==> config.mk <==
export PLATFORM = sky130hd
export DESIGN_NAME = utf8_to_ucs2_decoder
export DESIGN_NICKNAME = d
export VERILOG_FILES = /design/src/rtl/u2u_pkg.sv /design/src/rtl/u2u_front.sv /design/src/rtl/u2u_queue.sv /design/src/rtl/u2u_back.sv /design/src/rtl/utf8_to_ucs2_decoder.sv
export SDC_FILE = /design/constraint.sdc
export NUM_CORES = 1
export LEC_CHECK = 0
export ABC_AREA = 0
export BUFFER_PORTS_ARGS = -buffer_cell sky130_fd_sc_hd__buf_2
export CORE_ASPECT_RATIO = 0.8
export CORE_UTILIZATION = 60
export DETAILED_ROUTE_END_ITERATION = 16
export PLACE_DENSITY = 0.86
export SLEW_MARGIN = 20
export SYNTH_ARGS = -nofsm -noshare
export SYNTH_HDL_FRONTEND = slang
export SYNTH_SLANG_ARGS = --single-unit
export TNS_END_PERCENT = 50
==> constraint.sdc <==
create_clock -name i_clk -period 3.78 [get_ports i_clk]
set_input_delay 0.378 -clock i_clk [delete_from_list [all_inputs] [get_ports i_clk]]
set_output_delay 0.378 -clock i_clk [all_outputs]
set_load 0.005 [all_outputs]
==> src/rtl/u2u_pkg.sv <==
package u2u_pkg;

    // Lead byte classes, taken from bit7, bit5 and bit4
    typedef enum logic [1:0] {
        LEAD_ASCII = 2'd0,
        LEAD_TWO   = 2'd1,
        LEAD_THREE = 2'd2,
        LEAD_FOUR  = 2'd3
    } t_lead;

    // One classified request on its way from front to back
    typedef struct packed {
        t_lead      lead;
        logic [7:0] data;
        logic       last;
    } t_op;

    localparam logic [15:0] STAND_IN  = 16'h0058;
    localparam logic [7:0]  MASK_TWO  = 8'h1f;
    localparam logic [7:0]  MASK_THR  = 8'h0f;
    localparam logic [7:0]  MASK_CONT = 8'h3f;

    localparam logic [1:0]  PEND_TWO  = 2'd1;
    localparam logic [1:0]  PEND_THR  = 2'd2;
    localparam logic [1:0]  PEND_SKIP = 2'd3;

    // Queue between front and back
    localparam int QDEPTH  = 2;
    localparam int QPTR_W  = (QDEPTH > 1) ? $clog2(QDEPTH) : 1;
    localparam int QCNT_W  = $clog2(QDEPTH + 1);

endpackage

==> src/rtl/u2u_front.sv <==
module u2u_front
    import u2u_pkg::*;
(
    input  logic       i_clk,
    input  logic       i_rst_n,
    input  logic       i_valid,
    output logic       o_ready,
    input  logic [7:0] i_byte,
    input  logic       i_last,
    output logic       o_valid,
    input  logic       i_ready,
    output t_op        o_op
);

    logic  r_valid;
    logic  n_valid;
    t_op   r_op;
    t_lead w_lead;

    // Class of the byte if it turns out to be a lead byte
    always_comb begin
        unique case ({i_byte[7], i_byte[5], i_byte[4]}) inside
            3'b0??:  w_lead = LEAD_ASCII;
            3'b10?:  w_lead = LEAD_TWO;
            3'b110:  w_lead = LEAD_THREE;
            default: w_lead = LEAD_FOUR;
        endcase
    end

    // Single holding stage; takes a new request whenever the slot drains
    assign o_ready = !r_valid || i_ready;
    assign o_valid = r_valid;
    assign o_op    = r_op;

    always_comb begin
        n_valid = r_valid;
        if (i_valid && o_ready) begin
            n_valid = 1'b1;
        end else if (i_ready) begin
            n_valid = 1'b0;
        end
    end

    always_ff @(posedge i_clk) begin
        if (!i_rst_n) begin
            r_valid <= 1'b0;
        end else begin
            r_valid <= n_valid;
        end
    end

    always_ff @(posedge i_clk) begin
        if (i_valid && o_ready) begin
            r_op.lead <= w_lead;
            r_op.data <= i_byte;
            r_op.last <= i_last;
        end
    end

endmodule

==> src/rtl/u2u_queue.sv <==
module u2u_queue
    import u2u_pkg::*;
(
    input  logic i_clk,
    input  logic i_rst_n,
    input  logic i_valid,
    output logic o_ready,
    input  t_op  i_op,
    output logic o_valid,
    input  logic i_ready,
    output t_op  o_op
);

    t_op               r_mem [QDEPTH];
    logic [QPTR_W-1:0] r_wr_ptr;
    logic [QPTR_W-1:0] r_rd_ptr;
    logic [QCNT_W-1:0] r_count;
    logic              w_push;
    logic              w_pop;

    assign o_ready = (r_count != QCNT_W'(QDEPTH));
    assign o_valid = (r_count != '0);
    assign o_op    = r_mem[r_rd_ptr];
    assign w_push  = i_valid && o_ready;
    assign w_pop   = o_valid && i_ready;

    function automatic logic [QPTR_W-1:0] f_next(input logic [QPTR_W-1:0] ptr);
        f_next = (ptr == QPTR_W'(QDEPTH - 1)) ? '0 : ptr + 1'b1;
    endfunction

    // Pointers and fill count
    always_ff @(posedge i_clk) begin
        if (!i_rst_n) begin
            r_wr_ptr <= '0;
            r_rd_ptr <= '0;
            r_count  <= '0;
        end else begin
            if (w_push) begin
                r_wr_ptr <= f_next(r_wr_ptr);
            end
            if (w_pop) begin
                r_rd_ptr <= f_next(r_rd_ptr);
            end
            if (w_push && !w_pop) begin
                r_count <= r_count + 1'b1;
            end else if (w_pop && !w_push) begin
                r_count <= r_count - 1'b1;
            end
        end
    end

    always_ff @(posedge i_clk) begin
        if (w_push) begin
            r_mem[r_wr_ptr] <= i_op;
        end
    end

endmodule

==> src/rtl/u2u_back.sv <==
module u2u_back
    import u2u_pkg::*;
(
    input  logic        i_clk,
    input  logic        i_rst_n,
    input  logic        i_valid,
    output logic        o_ready,
    input  t_op         i_op,
    output logic        o_valid,
    input  logic        i_ready,
    output logic [15:0] o_code_unit,
    output logic        o_substituted
);

    logic [1:0]  r_pending;
    logic        r_skipping;
    logic [15:0] r_acc;
    logic        r_out_valid;
    logic [15:0] r_code;
    logic        r_sub;

    logic [1:0]  n_pending;
    logic        n_skipping;
    logic [15:0] n_acc;
    logic        w_emit;
    logic [15:0] w_code;
    logic        w_sub;
    logic        w_pop;

    // Output register frees up when empty or being taken
    assign o_ready       = !r_out_valid || i_ready;
    assign w_pop         = i_valid && o_ready;
    assign o_valid       = r_out_valid;
    assign o_code_unit   = r_code;
    assign o_substituted = r_sub;

    // Sequence tracking and accumulation
    always_comb begin
        n_pending  = r_pending;
        n_skipping = r_skipping;
        n_acc      = r_acc;
        w_emit     = 1'b0;
        w_code     = 16'({8'h00, i_op.data});
        w_sub      = 1'b0;
        if (r_pending == 2'd0) begin
            unique case (i_op.lead)
                LEAD_ASCII: begin
                    w_emit = 1'b1;
                end
                LEAD_TWO: begin
                    n_acc      = {8'h00, i_op.data & MASK_TWO};
                    n_pending  = PEND_TWO;
                    n_skipping = 1'b0;
                end
                LEAD_THREE: begin
                    n_acc      = {8'h00, i_op.data & MASK_THR};
                    n_pending  = PEND_THR;
                    n_skipping = 1'b0;
                end
                default: begin
                    w_emit     = 1'b1;
                    w_code     = STAND_IN;
                    w_sub      = 1'b1;
                    n_pending  = PEND_SKIP;
                    n_skipping = 1'b1;
                end
            endcase
        end else begin
            n_pending = r_pending - 1'b1;
            if (r_skipping) begin
                if (n_pending == 2'd0) begin
                    n_skipping = 1'b0;
                end
            end else begin
                n_acc = {r_acc[9:0], 6'b0} + {8'h00, i_op.data & MASK_CONT};
                if (n_pending == 2'd0) begin
                    w_emit = 1'b1;
                    w_code = n_acc;
                end
            end
        end
        // End of string drops any unfinished sequence
        if (i_op.last) begin
            n_pending  = 2'd0;
            n_skipping = 1'b0;
            n_acc      = '0;
        end
    end

    always_ff @(posedge i_clk) begin
        if (!i_rst_n) begin
            r_pending   <= '0;
            r_skipping  <= 1'b0;
            r_acc       <= '0;
            r_out_valid <= 1'b0;
        end else begin
            if (w_pop) begin
                r_pending  <= n_pending;
                r_skipping <= n_skipping;
                r_acc      <= n_acc;
            end
            if (o_ready) begin
                r_out_valid <= w_pop && w_emit;
            end
        end
    end

    always_ff @(posedge i_clk) begin
        if (w_pop && w_emit) begin
            r_code <= w_code;
            r_sub  <= w_sub;
        end
    end

endmodule

==> src/rtl/utf8_to_ucs2_decoder.sv <==
// Channel   Valid          Ready          Payload
// input     i_in_valid     o_in_ready     i_in_byte, i_last_byte
// output    o_out_valid    i_out_ready    o_code_unit, o_substituted
//
// One byte a cycle sustained while the output does not stall; the last byte of
// a result passes the front register and the queue before the back register.
// The path runs through the front holding register, a 2-entry queue and the
// back output register. Reset clears all valid flags and the decode state.
// A stall on the output fills the queue, then the front stage, before
// o_in_ready drops; while a result waits in the back output register the
// back stage takes no byte, even one that gives no result.
module utf8_to_ucs2_decoder
    import u2u_pkg::*;
(
    input  logic        i_clk,
    input  logic        i_rst_n,
    input  logic        i_in_valid,
    output logic        o_in_ready,
    input  logic [7:0]  i_in_byte,
    input  logic        i_last_byte,
    output logic        o_out_valid,
    input  logic        i_out_ready,
    output logic [15:0] o_code_unit,
    output logic        o_substituted
);

    logic w_f_valid;
    logic w_f_ready;
    t_op  w_f_op;
    logic w_q_valid;
    logic w_q_ready;
    t_op  w_q_op;

    u2u_front u_front (
        .i_clk   (i_clk),
        .i_rst_n (i_rst_n),
        .i_valid (i_in_valid),
        .o_ready (o_in_ready),
        .i_byte  (i_in_byte),
        .i_last  (i_last_byte),
        .o_valid (w_f_valid),
        .i_ready (w_f_ready),
        .o_op    (w_f_op)
    );

    u2u_queue u_queue (
        .i_clk   (i_clk),
        .i_rst_n (i_rst_n),
        .i_valid (w_f_valid),
        .o_ready (w_f_ready),
        .i_op    (w_f_op),
        .o_valid (w_q_valid),
        .i_ready (w_q_ready),
        .o_op    (w_q_op)
    );

    u2u_back u_back (
        .i_clk         (i_clk),
        .i_rst_n       (i_rst_n),
        .i_valid       (w_q_valid),
        .o_ready       (w_q_ready),
        .i_op          (w_q_op),
        .o_valid       (o_out_valid),
        .i_ready       (i_out_ready),
        .o_code_unit   (o_code_unit),
        .o_substituted (o_substituted)
    );

endmodule

==> flow_summary.ini, run 1 <==
[timing]
setup_ws_ps = 1200
period_share_pct = 68.4
skew_ps = 6.38
max_freq_mhz = 387
tns_ps = 0
slew_viol_final = 0
period_needed_ps = 2580
rsz0062_at_grt = no
setup_viol_count_final = 0
timing.final.hold_violations = 0
maxSlewHeadroom_pct = 39.2
worst_pin_slew_ps = 909

[worst_setup_path]
crit_path_end_kind = flop
path_class = reg2reg
start_kind = flop
required_ps = 3750
path_max_fanout = 18
arrival_ps = 2560

[layout]
finish.instance_area_um2 = 3130
drive_gt1_share_pct = 23.2
post-route-util_pct = 73.1
area_growth_pct = 14.6
num-nets-final = 242
diodes = 0
final_cells = 285

[die]
initial_core_util_pct = 63.8
die-area_um2 = 4830
io_pins = 32
core_um2 = 4280
rows = 21
die_w_um = 77.5
die_h_um = 62.4

[synthesis]
avgSynthCellArea_um2 = 14.7
netlist_instances = 186
synth_top_area_share_pct = 54.9
synth_area_um2 = 2730
synthTopCellsByArea = edfxtp_1 55%, dfxtp_1 15%, mux2i_1 3.7%, and2_1 3.2%, ha_1 2.7%
postSynthRegisterBits = 70
ys_seq_area_share_pct = 69.6
synth-edff-count = 50
yosysTopAreaCell = edfxtp_1
synth_most_common_cell = edfxtp_1
synthArstFlopShare_pct = 0
synth.distinct_cells = 45
synth_nets = 205
synth_top_cells_by_count = 50 x edfxtp_1, 20 x dfxtp_1, 14 x and2_1
yosys_most_used_dff = edfxtp_1
ys.warnings.count = 0

[placed_design]
dpl_worst_slack_ps = 1180
dpl_cell_area_um2 = 2940
dp_hpwl_mm = 2.96
dp_cells = 269
gp_congestion = 0.885
io_buffers = 31

[flow_run]
drv_cap = 0

[status]
status = finished, final reports clean

[global_routing]
grt_pass1_wl_mm = 6.80
first_global_vias = 1520
grt_start_max_net_pins = 19
antenna_found_initial = 0
track_usage_pct = 19.8
overflow = 0

[min_path]
hold_path_class = in2reg

[detailed_routing]
wire_per_inst_um = 14.5
firstDrtPassIters = 5
wirelength_mm = 4.13
vias_per_cell = 5.39
detail-route-antenna-nets = 0
drt_iter0_markers = 146
vias = 1537
drcViolationCount = 0

[clock_tree]
path_clk_slew_ps = 70
clock-sinks = 70
ctsHoldBuffers = 0
numCtsBuffers = 9
cts_tree = built
h-tree-depth = 3
clkLatencyLatePin_ps = 350
root_buffer = clkbuf_8
cts.path.max_buffers = 2
post_cts_buffers = 0
cts_resized = 0

[power]
p_per_area_nw_per_um2 = 718
p_leak_uw = 0.00119
peakVddDrop_mv = 0.337
-- kinds of logic after synthesis --
| kind of cell | Yosys count | share of synthesized area (%) |
|---|---|---|
| xor+xnor | 4 | 1.28 |
| simple gates | 49 | 9.94 |
| buf+inv | 13 | 1.88 |
| flops | 70 | 69.6 |
| mux | 11 | 4.49 |
| fa+ha+maj | 6 | 2.75 |
| compound gates | 33 | 10.1 |
-- sequential cells by signal (all words and copies together) (netlist names), named ones only --
signal / count
u_queue.r_mem: 22
u_back.r_acc: 10
u_back.r_skipping: 1
u_back.o_substituted: 1
u_queue.r_rd_ptr: 1
u_queue.r_wr_ptr: 1
u_front.o_valid: 1
u_front.o_op: 11
u_back.r_pending: 2
u_queue.r_count: 2
u_back.o_valid: 1
u_back.o_code_unit: 16
-- cell usage in the layout, fill, tap and decap left out, types with 3 or more instances in the layout --
master and count:
edfxtp_1 50, a21boi_1 3, xnor2_1 3, ha_1 6
and2_1 14, a21oi_1 3, dfxtp_1 20, a22o_1 5
clkbuf_8 10, buf_2 31, mux2i_1 10, nand2_1 10
nor2_1 8, o2bb2ai_1 4, nand3_1 3, inv_1 6
o211ai_1 3
-- critical path, cell delays in order, from the launching register on --
cell and delay [ps]:
dfxtp_1 750, mux2i_1 420, ha_1 310, o21ai_1 130, and2b_1 600
-- power by group --
part           internal (uW)  switching [uW]  total, uW
Combinational            240             326        566
Clock                    321             257        578
Sequential              1010            98.8       1100
-- through the flow --
stage,hold slack (ps),power [uW]
2_1_floorplan,421,1520
3_3_place_gp,423,1660
3_5_place_dp,431,1680
4_1_cts,182,2270
5_1_grt,172,2370
6_report,203,2250
-- routing by layer --
metal  wire [um]  track usage [%]  share of wire (%)
met1        1810             21.3                 44
met2        1970             32.0                 48
met4          81             7.78                2.0
met5           0                0                  0
met3         265             11.5                6.4
-- cell type report --
class,instances,area [um2]
Sequential cell,70,1900
Tap cell,57,71.3
Timing Repair Buffer,31,155
Multi-Input combinational cell,103,779
Clock inverter,4,47.5
Clock buffer,12,145
Inverter,8,30.0
Fill cell,290,1150
-- final timing paths --
kind / slack [ps] / startpoint / to / depth (start not counted)
setup reg to reg: 1200 / flop / u_back.o_code_unit[7] / 4
hold / removal: 200 / i_in_byte[6] / u_front.o_op[7] / 1
hold reg to reg: 440 / u_front.o_op[0] / u_queue.r_mem[1][0] / 0
setup / recovery: 1200 / flop / u_back.o_code_unit[7] / 4
(Power assumes the default switching activity.)
==> inputs of run 2 (changes only) <==
Settings changed: ABC_AREA 0 to 1, CORE_UTILIZATION 60 to 52, PLACE_DENSITY 0.86 to 0.79.
Clock period 3.78 ns to 2.1 ns, I/O delays scaled along.
==> run 2 against run 1 <==
Die area increased by 21%. Via count increased by 24%. Non-clock buffer count increased by 6. Highest routed layer unchanged. Routed wire length increased by 16%. Combinational power increased to 2.8 times the previous value. Clock-buffer cell count decreased by 3. Critical path type unchanged. First-iteration DRC count increased by 32%. Final area increased by 6.7%. Flip-flop and latch count unchanged.
==> flow_summary.ini, run 2 <==
[worst_setup_path]
path_max_fanout = 17
r2r_cells = 8
path_class = reg2reg
crit_path_end_kind = flop
start_kind = flop
arrival_ps = 1940
required_ps = 2150

[synthesis]
synth_nets = 296
netlist_instances = 277
synth.distinct_cells = 25
synth_area_um2 = 2880
synth_top_cells_by_count = 64 x nand2_1, 50 x edfxtp_1, 43 x nor2_1
synth_top_area_share_pct = 52.2
yosys_most_used_dff = edfxtp_1
synth_most_common_cell = nand2_1
ys.warnings.count = 0
synth-edff-count = 50
ys_seq_area_share_pct = 66.1
synthTopCellsByArea = edfxtp_1 52%, dfxtp_1 14%, nand2_1 8.4%, nor2_1 5.6%, inv_1 4.2%
synthArstFlopShare_pct = 0
avgSynthCellArea_um2 = 10.4
yosysTopAreaCell = edfxtp_1
postSynthRegisterBits = 70

[clock_tree]
clkLatencyLatePin_ps = 340
cts_tree = built
path_clk_slew_ps = 70
clock-sinks = 70
root_buffer = clkbuf_8
h-tree-depth = 3
cts.path.max_buffers = 2
numCtsBuffers = 9
ctsHoldBuffers = 0

[layout]
diodes = 0
largest_register_ffs = 22
max_flop_register = u_queue.r_mem
post-route-util_pct = 64.8
regArea_um2 = 1900
area_growth_pct = 16.1
layout_commonest_cell = nand2_1
drive_gt1_share_pct = 21.2
num-nets-final = 340
final_cell_mix = 64 x nand2_1, 50 x edfxtp_1, 43 x nor2_1
multi_input_area_um2 = 815
nFillCells = 417

[min_path]
whs_path_depth = 1
hold_path_class = in2reg

[placed_design]
io_buffers = 31
gp_congestion = 0.849
dpl_worst_slack_ps = 175
dp_hpwl_mm = 3.33

[die]
initial_core_util_pct = 55.8
rows = 23
die-area_um2 = 5830
die_w_um = 85.1
core_um2 = 5150
die_h_um = 68.5
io_pins = 32

[timing]
maxSlewHeadroom_pct = 33.4
worst_pin_slew_ps = 995
whs_ps = 38.5
setup_ws_ps = 206
period_needed_ps = 1890
setup_viol_count_final = 0
rsz0062_at_grt = no
skew_ps = 9.50
timing.final.hold_violations = 0
tns_ps = 0
max_freq_mhz = 528
slew_viol_final = 0
period_share_pct = 90.2

[detailed_routing]
drt_iter0_markers = 192
wirelength_mm = 4.77
firstDrtPassIters = 4
drcViolationCount = 0
vias = 1900
vias_per_cell = 4.91
detail-route-antenna-nets = 0
wire_per_inst_um = 12.3

[global_routing]
track_usage_pct = 18.2
overflow = 0
first_global_vias = 1687
grt_pass1_wl_mm = 7.69
antenna_found_initial = 0
grt_start_max_net_pins = 18

[power]
p_leak_uw = 0.00142
p_total_uw = 4640
p_per_area_nw_per_um2 = 1390
peakVddDrop_mv = 0.581

[status]
status = finished, final reports clean

[flow_run]
drv_cap = 0
## run 2: final timing paths
kind                                        from                endpoint  slack, ps
worst max-delay path                        flop  u_back.o_code_unit[15]        210
worst min-delay path                i_in_byte[2]         u_front.o_op[3]         40
worst max register to register              flop  u_back.o_code_unit[15]        210
worst min register to register  u_front.o_op[10]    u_queue.r_mem[1][10]        450
## run 2: kinds of logic after synthesis
family / Yosys count / synth area share (%)
AOI/OAI and AO/OA: 29 / 5.35
DFF: 70 / 66.1
adders and majority gates: 6 / 2.61
buffers and inverters: 42 / 5.70
and+or+nand+nor: 129 / 19.8
muxes: 1 / 0.348
## run 2: routing by layer
layer  part of all wire [%]  wire length (um)  GRT usage [%]  vias up
met5                      0                 0              0        -
met4                    1.5                72           8.26        0
met3                    4.4               210           7.62        7
met2                     47              2240           29.4       46
met1                     47              2250           21.8      854
li1                       -                 -              -      993
## run 2: stage by stage
stage | std cells | cell area, um2
after floorplan | 277 | 2880
after CTS | 387 | 3330
after global routing | 387 | 3340
final | 387 | 3340
after detailed placement | 372 | 3150
after global placement | 372 | 3150
## run 2: report_power, final
part,internal (uW),switching (uW)
sequential,1920,128
combinational,590,980
clock,538,482
## run 2: layout make-up
cell class | instances | share of cell area, %
clock buffer | 9 | 3.71
clock inverter | 6 | 1.91
inverter | 38 | 4.35
multi-input combinational | 165 | 24.4
sequential | 70 | 57.0
tap | 62 | 2.32
timing repair buffer | 37 | 6.37
## run 2: repair_timing
action / 4_1_cts / 5_1_grt
resized for setup: 0 / 1
endpoints found under the setup margin: 0 / 2
setup buffers: 0 / 0
## run 2: worst max-delay path, cell delays in order, from the launching register on
cell,delay (ps)
dfxtp_1,350
inv_2,70
or2_2,280
o21ai_0,170
ha_1,310
nand2_1,80
nand2_1,70
inv_1,110
buf_12,160
